`config.mk`:
```
export PLATFORM = sky130hd
export DESIGN_NAME = uart_fifo_xon_xoff_flow_flat
export DESIGN_NICKNAME = d
export VERILOG_FILES = /design/src/design/uxf_pkg.sv /design/src/design/uxf_evt_if.sv /design/src/design/uxf_res_if.sv /design/src/design/uxf_cfg_if.sv /design/src/design/uxf_ctrl.sv /design/src/design/uxf_dpath.sv /design/src/design/uart_fifo_xon_xoff_flow.sv /design/src/flat_wrapper.sv
export SDC_FILE = /design/constraint.sdc
export NUM_CORES = 1
export LEC_CHECK = 0
export BUFFER_PORTS_ARGS = -buffer_cell sky130_fd_sc_hd__buf_2
export CORE_ASPECT_RATIO = 0.9
export CORE_MARGIN = 5
export CORE_UTILIZATION = 61
export CTS_CLUSTER_DIAMETER = 100
export DETAILED_ROUTE_END_ITERATION = 16
export HOLD_SLACK_MARGIN = 0.02
export PLACE_DENSITY = 0.87
export SLEW_MARGIN = 10
export SYNTH_ARGS = -nofsm -noshare
export SYNTH_HDL_FRONTEND = slang
export SYNTH_HIERARCHICAL = 1
export SYNTH_SLANG_ARGS = --single-unit
```
`constraint.sdc`:
```
create_clock -name clk_i -period 6.6 [get_ports clk_i]
set_input_delay 0.33 -clock clk_i [delete_from_list [all_inputs] [get_ports clk_i]]
set_output_delay 0.33 -clock clk_i [all_outputs]
set_load 0.005 [all_outputs]
```
`src/design/uxf_pkg.sv`:
```
// ----------------------------------------------------------------------------
// UART ring pair with XON/XOFF flow control - shared definitions
// Event codes, flow control characters, default sizes and the control
// bundle between the controller and the datapath.
// ----------------------------------------------------------------------------
package uxf_pkg;

  // Event codes carried in the mode field
  localparam logic [1:0] MODE_LINE_RX = 2'd0;
  localparam logic [1:0] MODE_PUT     = 2'd1;
  localparam logic [1:0] MODE_GET     = 2'd2;
  localparam logic [1:0] MODE_TX_RDY  = 2'd3;

  // Software flow control characters
  localparam logic [7:0] CH_XON  = 8'h11;
  localparam logic [7:0] CH_XOFF = 8'h13;

  // Defaults for the top level parameters
  localparam int unsigned RING_DEPTH_DEF  = 64;
  localparam int unsigned SPARE_SLOTS_DEF = 2;

  // Controller to datapath commands
  typedef struct packed {
    logic capture;  // take the event in, start store reads
    logic execute;  // update rings and flags, load the result register
  } uxf_cmd_t;

endpackage

```
`src/design/uxf_evt_if.sv`:
```
// ----------------------------------------------------------------------------
// Event channel
// Carries one event (line byte, host put, host get, transmitter ready).
// ----------------------------------------------------------------------------
interface uxf_evt_if;
  logic       valid;
  logic       ready;
  logic [1:0] mode;
  logic [7:0] data_byte;
  logic       framing_error;
  logic       overrun_error;

  modport source (output valid, output mode, output data_byte,
                  output framing_error, output overrun_error, input ready);
  modport sink   (input valid, input mode, input data_byte,
                  input framing_error, input overrun_error, output ready);
endinterface

```
`src/design/uxf_res_if.sv`:
```
// ----------------------------------------------------------------------------
// Result channel
// Carries one result per event: line byte, host byte and status flags.
// ----------------------------------------------------------------------------
interface uxf_res_if;
  logic       valid;
  logic       ready;
  logic       line_valid;
  logic [7:0] line_byte;
  logic       host_valid;
  logic [7:0] host_byte;
  logic       put_accepted;
  logic       tx_paused;
  logic       rx_paused;

  modport source (output valid, output line_valid, output line_byte,
                  output host_valid, output host_byte, output put_accepted,
                  output tx_paused, output rx_paused, input ready);
  modport sink   (input valid, input line_valid, input line_byte,
                  input host_valid, input host_byte, input put_accepted,
                  input tx_paused, input rx_paused, output ready);
endinterface

```
`src/design/uxf_cfg_if.sv`:
```
// ----------------------------------------------------------------------------
// Configuration write channel
// Carries the flow enable register write data.
// ----------------------------------------------------------------------------
interface uxf_cfg_if;
  logic valid;
  logic ready;
  logic flow_enable;

  modport source (output valid, output flow_enable, input ready);
  modport sink   (input valid, input flow_enable, output ready);
endinterface

```
`src/design/uxf_ctrl.sv`:
```
// ----------------------------------------------------------------------------
// UART ring pair controller
// Sequences capture and execute of one event and tracks the result register.
// ----------------------------------------------------------------------------
module uxf_ctrl (
  input  logic              clk_i,
  input  logic              rst_ni,
  input  logic              evt_valid_i,
  input  logic              res_ready_i,
  output logic              evt_ready_o,
  output logic              res_valid_o,
  output uxf_pkg::uxf_cmd_t cmd_o
);

  typedef enum logic {
    ST_IDLE,
    ST_EXEC
  } state_e;

  state_e state_q, state_d;
  logic   res_valid_q, res_valid_d;
  logic   exec_go;

  assign evt_ready_o = (state_q == ST_IDLE);
  assign exec_go     = (state_q == ST_EXEC) && (!res_valid_q || res_ready_i);

  always_comb begin
    state_d     = state_q;
    res_valid_d = res_valid_q;
    if (res_ready_i) begin
      res_valid_d = 1'b0;
    end
    unique case (state_q)
      ST_IDLE: begin
        if (evt_valid_i) begin
          state_d = ST_EXEC;
        end
      end
      ST_EXEC: begin
        if (exec_go) begin
          state_d     = ST_IDLE;
          res_valid_d = 1'b1;
        end
      end
      default: state_d = ST_IDLE;
    endcase
  end

  always_ff @(posedge clk_i or negedge rst_ni) begin
    if (!rst_ni) begin
      state_q     <= ST_IDLE;
      res_valid_q <= 1'b0;
    end else begin
      state_q     <= state_d;
      res_valid_q <= res_valid_d;
    end
  end

  assign res_valid_o   = res_valid_q;
  assign cmd_o.capture = evt_valid_i && (state_q == ST_IDLE);
  assign cmd_o.execute = exec_go;

endmodule

```
`src/design/uxf_dpath.sv`:
```
// ----------------------------------------------------------------------------
// UART ring pair datapath
// Holds both byte rings, their pointers, the flow flags and the result.
// ----------------------------------------------------------------------------
module uxf_dpath #(
  parameter int unsigned RING_DEPTH  = uxf_pkg::RING_DEPTH_DEF,
  parameter int unsigned SPARE_SLOTS = uxf_pkg::SPARE_SLOTS_DEF
) (
  input  logic              clk_i,
  input  logic              rst_ni,
  input  uxf_pkg::uxf_cmd_t cmd_i,
  input  logic [1:0]        mode_i,
  input  logic [7:0]        data_byte_i,
  input  logic              framing_error_i,
  input  logic              overrun_error_i,
  input  logic              cfg_we_i,
  input  logic              cfg_flow_enable_i,
  output logic              line_valid_o,
  output logic [7:0]        line_byte_o,
  output logic              host_valid_o,
  output logic [7:0]        host_byte_o,
  output logic              put_accepted_o,
  output logic              tx_paused_o,
  output logic              rx_paused_o
);

  localparam int unsigned PTR_W = $clog2(RING_DEPTH);
  localparam logic [PTR_W-1:0] PTR_LAST = PTR_W'(RING_DEPTH - 1);
  localparam logic [PTR_W:0]   FREE_MAX = (PTR_W + 1)'(RING_DEPTH - 1);

  function automatic logic [PTR_W-1:0] ptr_next(input logic [PTR_W-1:0] p);
    return (p == PTR_LAST) ? '0 : p + 1'b1;
  endfunction

  function automatic logic [PTR_W:0] ring_free(input logic [PTR_W-1:0] w,
                                               input logic [PTR_W-1:0] r);
    logic [PTR_W:0] we;
    logic [PTR_W:0] re;
    we = {1'b0, w};
    re = {1'b0, r};
    return (w >= r) ? (FREE_MAX - (we - re)) : (re - we - 1'b1);
  endfunction

  logic [7:0] rx_mem [RING_DEPTH];
  logic [7:0] tx_mem [RING_DEPTH];

  // Captured event
  logic [1:0] mode_q;
  logic [7:0] byte_q;
  logic       err_q;
  logic [7:0] rx_rd_q, tx_rd_q;

  // Ring state
  logic [PTR_W-1:0] rx_wp_q, rx_wp_d, rx_rp_q, rx_rp_d;
  logic [PTR_W-1:0] tx_wp_q, tx_wp_d, tx_rp_q, tx_rp_d;
  logic             rx_on_q, rx_on_d, tx_on_q, tx_on_d;
  logic             flow_en_q;

  // Result
  logic       line_valid_d, line_valid_q;
  logic [7:0] line_byte_d, line_byte_q;
  logic       host_valid_d, host_valid_q;
  logic [7:0] host_byte_d, host_byte_q;
  logic       put_acc_d, put_acc_q;
  logic       rx_we, tx_we;
  logic [PTR_W-1:0] wp_nx, rp_nx;

  always_comb begin
    rx_wp_d      = rx_wp_q;
    rx_rp_d      = rx_rp_q;
    tx_wp_d      = tx_wp_q;
    tx_rp_d      = tx_rp_q;
    rx_on_d      = rx_on_q;
    tx_on_d      = tx_on_q;
    line_valid_d = 1'b0;
    line_byte_d  = '0;
    host_valid_d = 1'b0;
    host_byte_d  = '0;
    put_acc_d    = 1'b0;
    rx_we        = 1'b0;
    tx_we        = 1'b0;
    wp_nx        = ptr_next(rx_wp_q);
    rp_nx        = ptr_next(rx_rp_q);
    case (mode_q)
      uxf_pkg::MODE_LINE_RX: begin
        if (!err_q) begin
          if (flow_en_q && tx_on_q && byte_q == uxf_pkg::CH_XOFF) begin
            tx_on_d = 1'b0;
          end else if (flow_en_q && !tx_on_q && byte_q == uxf_pkg::CH_XON) begin
            tx_on_d = 1'b1;
          end else begin
            rx_we   = 1'b1;
            rx_wp_d = wp_nx;
            if (flow_en_q && rx_on_q &&
                32'(ring_free(wp_nx, rx_rp_q)) <= 32'(SPARE_SLOTS)) begin
              line_valid_d = 1'b1;
              line_byte_d  = uxf_pkg::CH_XOFF;
              rx_on_d      = 1'b0;
            end
            // Overwrite the oldest byte when the ring wraps onto itself
            if (wp_nx == rx_rp_q) begin
              rx_rp_d = rp_nx;
            end
          end
        end
      end
      uxf_pkg::MODE_PUT: begin
        if (ptr_next(tx_wp_q) != tx_rp_q) begin
          tx_we     = 1'b1;
          tx_wp_d   = ptr_next(tx_wp_q);
          put_acc_d = 1'b1;
        end
      end
      uxf_pkg::MODE_GET: begin
        if (rx_wp_q != rx_rp_q) begin
          host_valid_d = 1'b1;
          host_byte_d  = rx_rd_q;
          rx_rp_d      = rp_nx;
          if (flow_en_q && !rx_on_q && rx_wp_q == rp_nx) begin
            line_valid_d = 1'b1;
            line_byte_d  = uxf_pkg::CH_XON;
            rx_on_d      = 1'b1;
          end
        end
      end
      default: begin
        if (tx_wp_q != tx_rp_q && (!flow_en_q || tx_on_q)) begin
          line_valid_d = 1'b1;
          line_byte_d  = tx_rd_q;
          tx_rp_d      = ptr_next(tx_rp_q);
        end
      end
    endcase
  end

  // Stores: read on capture, write on execute
  always_ff @(posedge clk_i) begin
    if (cmd_i.capture) begin
      rx_rd_q <= rx_mem[rx_rp_q];
      tx_rd_q <= tx_mem[tx_rp_q];
    end
    if (cmd_i.execute && rx_we) begin
      rx_mem[rx_wp_q] <= byte_q;
    end
    if (cmd_i.execute && tx_we) begin
      tx_mem[tx_wp_q] <= byte_q;
    end
  end

  // Payload registers
  always_ff @(posedge clk_i) begin
    if (cmd_i.capture) begin
      mode_q <= mode_i;
      byte_q <= data_byte_i;
      err_q  <= framing_error_i | overrun_error_i;
    end
    if (cmd_i.execute) begin
      line_valid_q <= line_valid_d;
      line_byte_q  <= line_byte_d;
      host_valid_q <= host_valid_d;
      host_byte_q  <= host_byte_d;
      put_acc_q    <= put_acc_d;
    end
  end

  always_ff @(posedge clk_i or negedge rst_ni) begin
    if (!rst_ni) begin
      rx_wp_q   <= '0;
      rx_rp_q   <= '0;
      tx_wp_q   <= '0;
      tx_rp_q   <= '0;
      rx_on_q   <= 1'b1;
      tx_on_q   <= 1'b1;
      flow_en_q <= 1'b0;
    end else begin
      if (cmd_i.execute) begin
        rx_wp_q <= rx_wp_d;
        rx_rp_q <= rx_rp_d;
        tx_wp_q <= tx_wp_d;
        tx_rp_q <= tx_rp_d;
        rx_on_q <= rx_on_d;
        tx_on_q <= tx_on_d;
      end
      if (cfg_we_i) begin
        flow_en_q <= cfg_flow_enable_i;
      end
    end
  end

  assign line_valid_o   = line_valid_q;
  assign line_byte_o    = line_byte_q;
  assign host_valid_o   = host_valid_q;
  assign host_byte_o    = host_byte_q;
  assign put_accepted_o = put_acc_q;
  assign tx_paused_o    = flow_en_q & ~tx_on_q;
  assign rx_paused_o    = ~rx_on_q;

endmodule

```
`src/design/uart_fifo_xon_xoff_flow.sv`:
```
// ----------------------------------------------------------------------------
// UART ring pair with XON/XOFF software flow control
// Receive and transmit byte rings, host put/get, line byte intake and
// transmitter feed, with XOFF/XON issue and obey.
// ----------------------------------------------------------------------------
// Timing: the capture step does the registered store read, the execute state
//   does the store write and pointer update and loads the result register.
//   One event is in flight at a time; a new event is taken only once the last
//   one has been executed. Execute holds while the output register is full;
//   capture does not.
// Reset: pointers cleared, both flow flags on, flow_enable off, stores kept.
// ----------------------------------------------------------------------------
module uart_fifo_xon_xoff_flow #(
  parameter int unsigned RING_DEPTH  = uxf_pkg::RING_DEPTH_DEF,
  parameter int unsigned SPARE_SLOTS = uxf_pkg::SPARE_SLOTS_DEF
) (
  input  logic  clk_i,
  input  logic  rst_ni,
  uxf_evt_if.sink   evt_i,
  uxf_res_if.source res_o,
  uxf_cfg_if.sink   cfg_i
);

  uxf_pkg::uxf_cmd_t cmd;

  // Configuration writes always taken; the host must write only while idle
  assign cfg_i.ready = 1'b1;

  // Controller: one event in flight, result register freed by the sink
  uxf_ctrl u_ctrl (
    .clk_i       (clk_i),
    .rst_ni      (rst_ni),
    .evt_valid_i (evt_i.valid),
    .res_ready_i (res_o.ready),
    .evt_ready_o (evt_i.ready),
    .res_valid_o (res_o.valid),
    .cmd_o       (cmd)
  );

  // Datapath: rings, pointers, flow flags and the result register
  uxf_dpath #(
    .RING_DEPTH  (RING_DEPTH),
    .SPARE_SLOTS (SPARE_SLOTS)
  ) u_dpath (
    .clk_i             (clk_i),
    .rst_ni            (rst_ni),
    .cmd_i             (cmd),
    .mode_i            (evt_i.mode),
    .data_byte_i       (evt_i.data_byte),
    .framing_error_i   (evt_i.framing_error),
    .overrun_error_i   (evt_i.overrun_error),
    .cfg_we_i          (cfg_i.valid),
    .cfg_flow_enable_i (cfg_i.flow_enable),
    .line_valid_o      (res_o.line_valid),
    .line_byte_o       (res_o.line_byte),
    .host_valid_o      (res_o.host_valid),
    .host_byte_o       (res_o.host_byte),
    .put_accepted_o    (res_o.put_accepted),
    .tx_paused_o       (res_o.tx_paused),
    .rx_paused_o       (res_o.rx_paused)
  );

endmodule

```
`src/flat_wrapper.sv`:
```
// flat-port wrapper written by rule: the top's interface ports become plain ports
module uart_fifo_xon_xoff_flow_flat 
#(
  parameter int unsigned RING_DEPTH  = uxf_pkg::RING_DEPTH_DEF,
  parameter int unsigned SPARE_SLOTS = uxf_pkg::SPARE_SLOTS_DEF
)
  (clk_i, rst_ni, evt_i_valid, evt_i_mode, evt_i_data_byte, evt_i_framing_error, evt_i_overrun_error, evt_i_ready, res_o_valid, res_o_line_valid, res_o_line_byte, res_o_host_valid, res_o_host_byte, res_o_put_accepted, res_o_tx_paused, res_o_rx_paused, res_o_ready, cfg_i_valid, cfg_i_flow_enable, cfg_i_ready);
  uxf_evt_if evt_i_i ();
  uxf_res_if res_o_i ();
  uxf_cfg_if cfg_i_i ();
  input  logic clk_i;
  input  logic rst_ni;
  input wire logic [$bits(evt_i_i.valid)-1:0] evt_i_valid;
  input wire logic [$bits(evt_i_i.mode)-1:0] evt_i_mode;
  input wire logic [$bits(evt_i_i.data_byte)-1:0] evt_i_data_byte;
  input wire logic [$bits(evt_i_i.framing_error)-1:0] evt_i_framing_error;
  input wire logic [$bits(evt_i_i.overrun_error)-1:0] evt_i_overrun_error;
  output wire logic [$bits(evt_i_i.ready)-1:0] evt_i_ready;
  output wire logic [$bits(res_o_i.valid)-1:0] res_o_valid;
  output wire logic [$bits(res_o_i.line_valid)-1:0] res_o_line_valid;
  output wire logic [$bits(res_o_i.line_byte)-1:0] res_o_line_byte;
  output wire logic [$bits(res_o_i.host_valid)-1:0] res_o_host_valid;
  output wire logic [$bits(res_o_i.host_byte)-1:0] res_o_host_byte;
  output wire logic [$bits(res_o_i.put_accepted)-1:0] res_o_put_accepted;
  output wire logic [$bits(res_o_i.tx_paused)-1:0] res_o_tx_paused;
  output wire logic [$bits(res_o_i.rx_paused)-1:0] res_o_rx_paused;
  input wire logic [$bits(res_o_i.ready)-1:0] res_o_ready;
  input wire logic [$bits(cfg_i_i.valid)-1:0] cfg_i_valid;
  input wire logic [$bits(cfg_i_i.flow_enable)-1:0] cfg_i_flow_enable;
  output wire logic [$bits(cfg_i_i.ready)-1:0] cfg_i_ready;
  assign evt_i_i.valid = evt_i_valid;
  assign evt_i_i.mode = evt_i_mode;
  assign evt_i_i.data_byte = evt_i_data_byte;
  assign evt_i_i.framing_error = evt_i_framing_error;
  assign evt_i_i.overrun_error = evt_i_overrun_error;
  assign evt_i_ready = evt_i_i.ready;
  assign res_o_valid = res_o_i.valid;
  assign res_o_line_valid = res_o_i.line_valid;
  assign res_o_line_byte = res_o_i.line_byte;
  assign res_o_host_valid = res_o_i.host_valid;
  assign res_o_host_byte = res_o_i.host_byte;
  assign res_o_put_accepted = res_o_i.put_accepted;
  assign res_o_tx_paused = res_o_i.tx_paused;
  assign res_o_rx_paused = res_o_i.rx_paused;
  assign res_o_i.ready = res_o_ready;
  assign cfg_i_i.valid = cfg_i_valid;
  assign cfg_i_i.flow_enable = cfg_i_flow_enable;
  assign cfg_i_ready = cfg_i_i.ready;
  uart_fifo_xon_xoff_flow #(.RING_DEPTH(RING_DEPTH), .SPARE_SLOTS(SPARE_SLOTS)) u_core (.clk_i(clk_i), .rst_ni(rst_ni), .evt_i(evt_i_i), .res_o(res_o_i), .cfg_i(cfg_i_i));
endmodule
```
==> results.sh <==
export IMPL_rr_endpoint="u_core/u_dpath/line_byte_o[0]$_DFFE_PP_"
export IMPL_hold_end="u_core/u_dpath/err_q$_DFFE_PP_"
export IMPL_io_buffers=40
export IMPL_syn_to_final_growth_pct=11.0
export IMPL_ys_seq_elements=1099
export IMPL_final_cell_mix="edfxtp_1 (1070), mux4_2 (316), clkbuf_16 (109)"
export IMPL_wl_met3_mm=16.3
export IMPL_synth_edf_count=1070
export IMPL_rsz0062_at_grt="no"
export IMPL_drcViolationCount=0
export IMPL_synth_area_leaders="edfxtp_1 (74%), mux4_2 (16%), dfrtp_1 (1.5%)"
export IMPL_die_y_um=264
export IMPL_fmax_mhz=215
export IMPL_outcome="complete, no violations"
export IMPL_track_usage_pct=29.1
export IMPL_ys_warn_count=6
export IMPL_min_delay_start="evt_i_framing_error"
export IMPL_setup_viol=0
export IMPL_grt_first_pass_wirelength_mm=164
export IMPL_critPathLaunchType="flop"
export IMPL_synth_cell_types=75
export IMPL_ys_dominant_reg_cell="edfxtp_1"
export IMPL_post_route_util_pct=68.1
export IMPL_synth_top_area_share_pct=73.6
export IMPL_dp_slack_ps=2570
export IMPL_critPathArrivalTime_ps=5130
export IMPL_max_slew_margin_rel_pct=13.3
export IMPL_start_util_pct=61.3
export IMPL_final_nets=2162
export IMPL_required_ps=7080
export IMPL_yosysSeqAreaShare_pct=75.3
export IMPL_synth_top_area_cell="edfxtp_1"
export IMPL_synthArstFlopShare_pct=2.64
export IMPL_r2r_setup_slack_ps=1950
export IMPL_period_share_pct=70.5
export IMPL_core_area_um2=71200
export IMPL_grt_overflow=0
export IMPL_cp_max_fo=17
export IMPL_grt_max_degree=109
export IMPL_fin_skew_ps=31.2
export IMPL_routed_wl_mm=112
export IMPL_p_per_area_nw_per_um2=391
export IMPL_dr_pass1_iters=7
export IMPL_worst_pin_slew_ps=1290
export IMPL_row_count=93
export IMPL_vdd_ir_drop_worst_v=0.000234
export IMPL_h_tree_depth=3
export IMPL_postCtsSetupBuffers=0
export IMPL_tritoncts="built"
export IMPL_ioPinCount=42
export IMPL_final_common_cell="edfxtp_1"
export IMPL_cts_buffers_inserted=103
export IMPL_period_needed_ps=4650
export IMPL_clk_pin_slew_ps=70
export IMPL_synth_avg_cell_area_um2=21.4
export IMPL_criticalPathCategory="reg2reg"
export IMPL_gp_congestion=0.924
export IMPL_leakage_nw=15.0
export IMPL_numClockSinks=1099
export IMPL_finalPower_w=0.0189
export IMPL_die_area_um2=77000
export IMPL_critPathLaunch="u_core/u_dpath/rx_wp_q[2]$_DFFE_PN0P_"
export IMPL_synth_nets=2076
export IMPL_dr_total_vias=23306
export IMPL_drt_met1_wl_mm=37.8
export IMPL_hold_depth=2
export IMPL_netlist_area_um2=43700
export IMPL_clockBufferDepth=3
export IMPL_dieWidth_um=292
export IMPL_syn_inst=2042
export IMPL_holdWs_ps=73.8
export IMPL_drt_iter0_markers=4532
export IMPL_dp_hpwl_mm=58.9
export IMPL_fin_ws_ps=1950
export IMPL_r2r_start="u_core/u_dpath/rx_wp_q[2]$_DFFE_PN0P_"
export IMPL_max_cap_viol_count=0
export IMPL_grt_pass1_vias=23133
export IMPL_detail_route_wl_per_cell_um=35.4
export IMPL_route_met2_wl_mm=52.8
export IMPL_drive_gt1_share_pct=28.0
export IMPL_cts_root_buf="clkbuf_16"
export IMPL_maxUsedRoutingLayer="met5"
export IMPL_antenna_found_initial=5
export IMPL_insertion_delay_ps=660
export IMPL_viasPerCell=7.36
export IMPL_final_hold_violation_count=0
export IMPL_min_path_type="in2reg"
export IMPL_tns_ps=0
export IMPL_ant_nets=0
export IMPL_crit_path_end_kind="flop"
export IMPL_nFillCells=3915
export IMPL_ff2ff_path_depth=10
export IMPL_finalMaxSlewViolations=0
## routing by layer
| metal | track usage (%) | vias up |
|---|---|---|
| li1 | - | 8684 |
| met5 | 0 | - |
| met1 | 41.1 | 11671 |
| met4 | 10.2 | 4 |
| met3 | 7.19 | 406 |
| met2 | 45.6 | 2541 |
## cell type report
| type | count | area, um2 | share of cell area [%] |
|---|---|---|---|
| diodes | 3 | 7.51 | 0.0155 |
| clock buffers | 140 | 2890 | 5.97 |
| clock inverters | 50 | 462 | 0.952 |
| inverters | 19 | 71.3 | 0.147 |
| multi-input cells | 805 | 10300 | 21.2 |
| flip-flops and latches | 1099 | 32900 | 67.8 |
| well taps | 950 | 1190 | 2.45 |
| repair buffers | 100 | 696 | 1.44 |
## state kept, by name, indices dropped and copies added, names as in the netlist, 8 cells and up
name                        count
u_core/u_dpath/byte_q           8
u_core/u_dpath/tx_rd_q          8
u_core/u_dpath/host_byte_o      8
u_core/u_dpath/line_byte_o      8
u_core/u_dpath/tx_mem         512
u_core/u_dpath/rx_rd_q          8
u_core/u_dpath/rx_mem         512
## stage by stage
step	cell area (um2)	std cells
2_1_floorplan	43700	2042
3_3_place_gp	44900	2960
3_5_place_dp	44900	2960
4_1_cts	48400	3163
5_1_grt	48500	3163
6_report	48500	3166
## power breakdown
group | internal (W) | switching [W]
Sequential | 0.00786 | 0.000521
Clock | 0.00338 | 0.00253
Combinational | 0.00212 | 0.00252
## worst max-delay path by stage
| stage | endpoint | cells past startpoint |
|---|---|---|
| 6_report | u_core/u_dpath/line_byte_o[0]$_DFFE_PP_ | 10 |
| 5_1_grt | u_core/u_dpath/line_byte_o[0]$_DFFE_PP_ | 10 |
| 4_1_cts | u_core/u_dpath/line_byte_o[0]$_DFFE_PP_ | 10 |
| 3_5_place_dp | u_core/u_dpath/line_byte_o[0]$_DFFE_PP_ | 11 |
| 3_3_place_gp | u_core/u_dpath/line_byte_o[0]$_DFFE_PP_ | 10 |
| 2_1_floorplan | u_core/u_dpath/rx_mem[40][0]$_DFFE_PP_ | 5 |
## cell usage after synthesis (3+ instances only)
master       n
nand2_1     54
edfxtp_1  1070
or3_1        6
and2_1      17
o31ai_1      5
a211oi_1     8
nor3_1      67
or2_2        5
mux2_2      10
buf_4       12
nand4_1      6
buf_1       14
nand2b_1     4
ha_1        15
buf_2       42
nand3_1     17
o22ai_1     10
o21ai_1      4
a31oi_1     13
mux4_2     316
buf_6        7
inv_1       16
clkbuf_1    42
and3_1       5
xor2_1      11
mux2i_1     13
o21ai_0     11
xnor2_1     21
a21oi_1     27
nor2_1      87
nor2b_1     14
a211oi_2     3
nand3b_1    13
dfrtp_1     27
## what timing repair did
action,in CTS,in global routing
hold buffers,13,0
resized for setup,0,0
hold endpoints to repair,38,0
## cell families after synthesis
| logic type | count (synthesis) | synth area share, % |
|---|---|---|
| compound gates | 107 | 1.66 |
| xor+xnor | 32 | 0.642 |
| fa+ha+maj | 16 | 0.476 |
| buf+inv | 138 | 1.58 |
| flops | 1099 | 75.3 |
| mux | 339 | 16.9 |
| other cells | 1 | 0.00859 |
| simple gates | 310 | 3.50 |
## critical path, stage by stage (launching register included)
cell and delay, ps:
dfrtp_1 800, nand3_1 870, o21ai_0 560, inv_1 120
ha_1 260, or2_2 340, o22ai_1 180, xor2_1 250
nand4_1 190, or4_1 670, nand3_1 220
No activity file was read; power rests on OpenSTA's default activity.
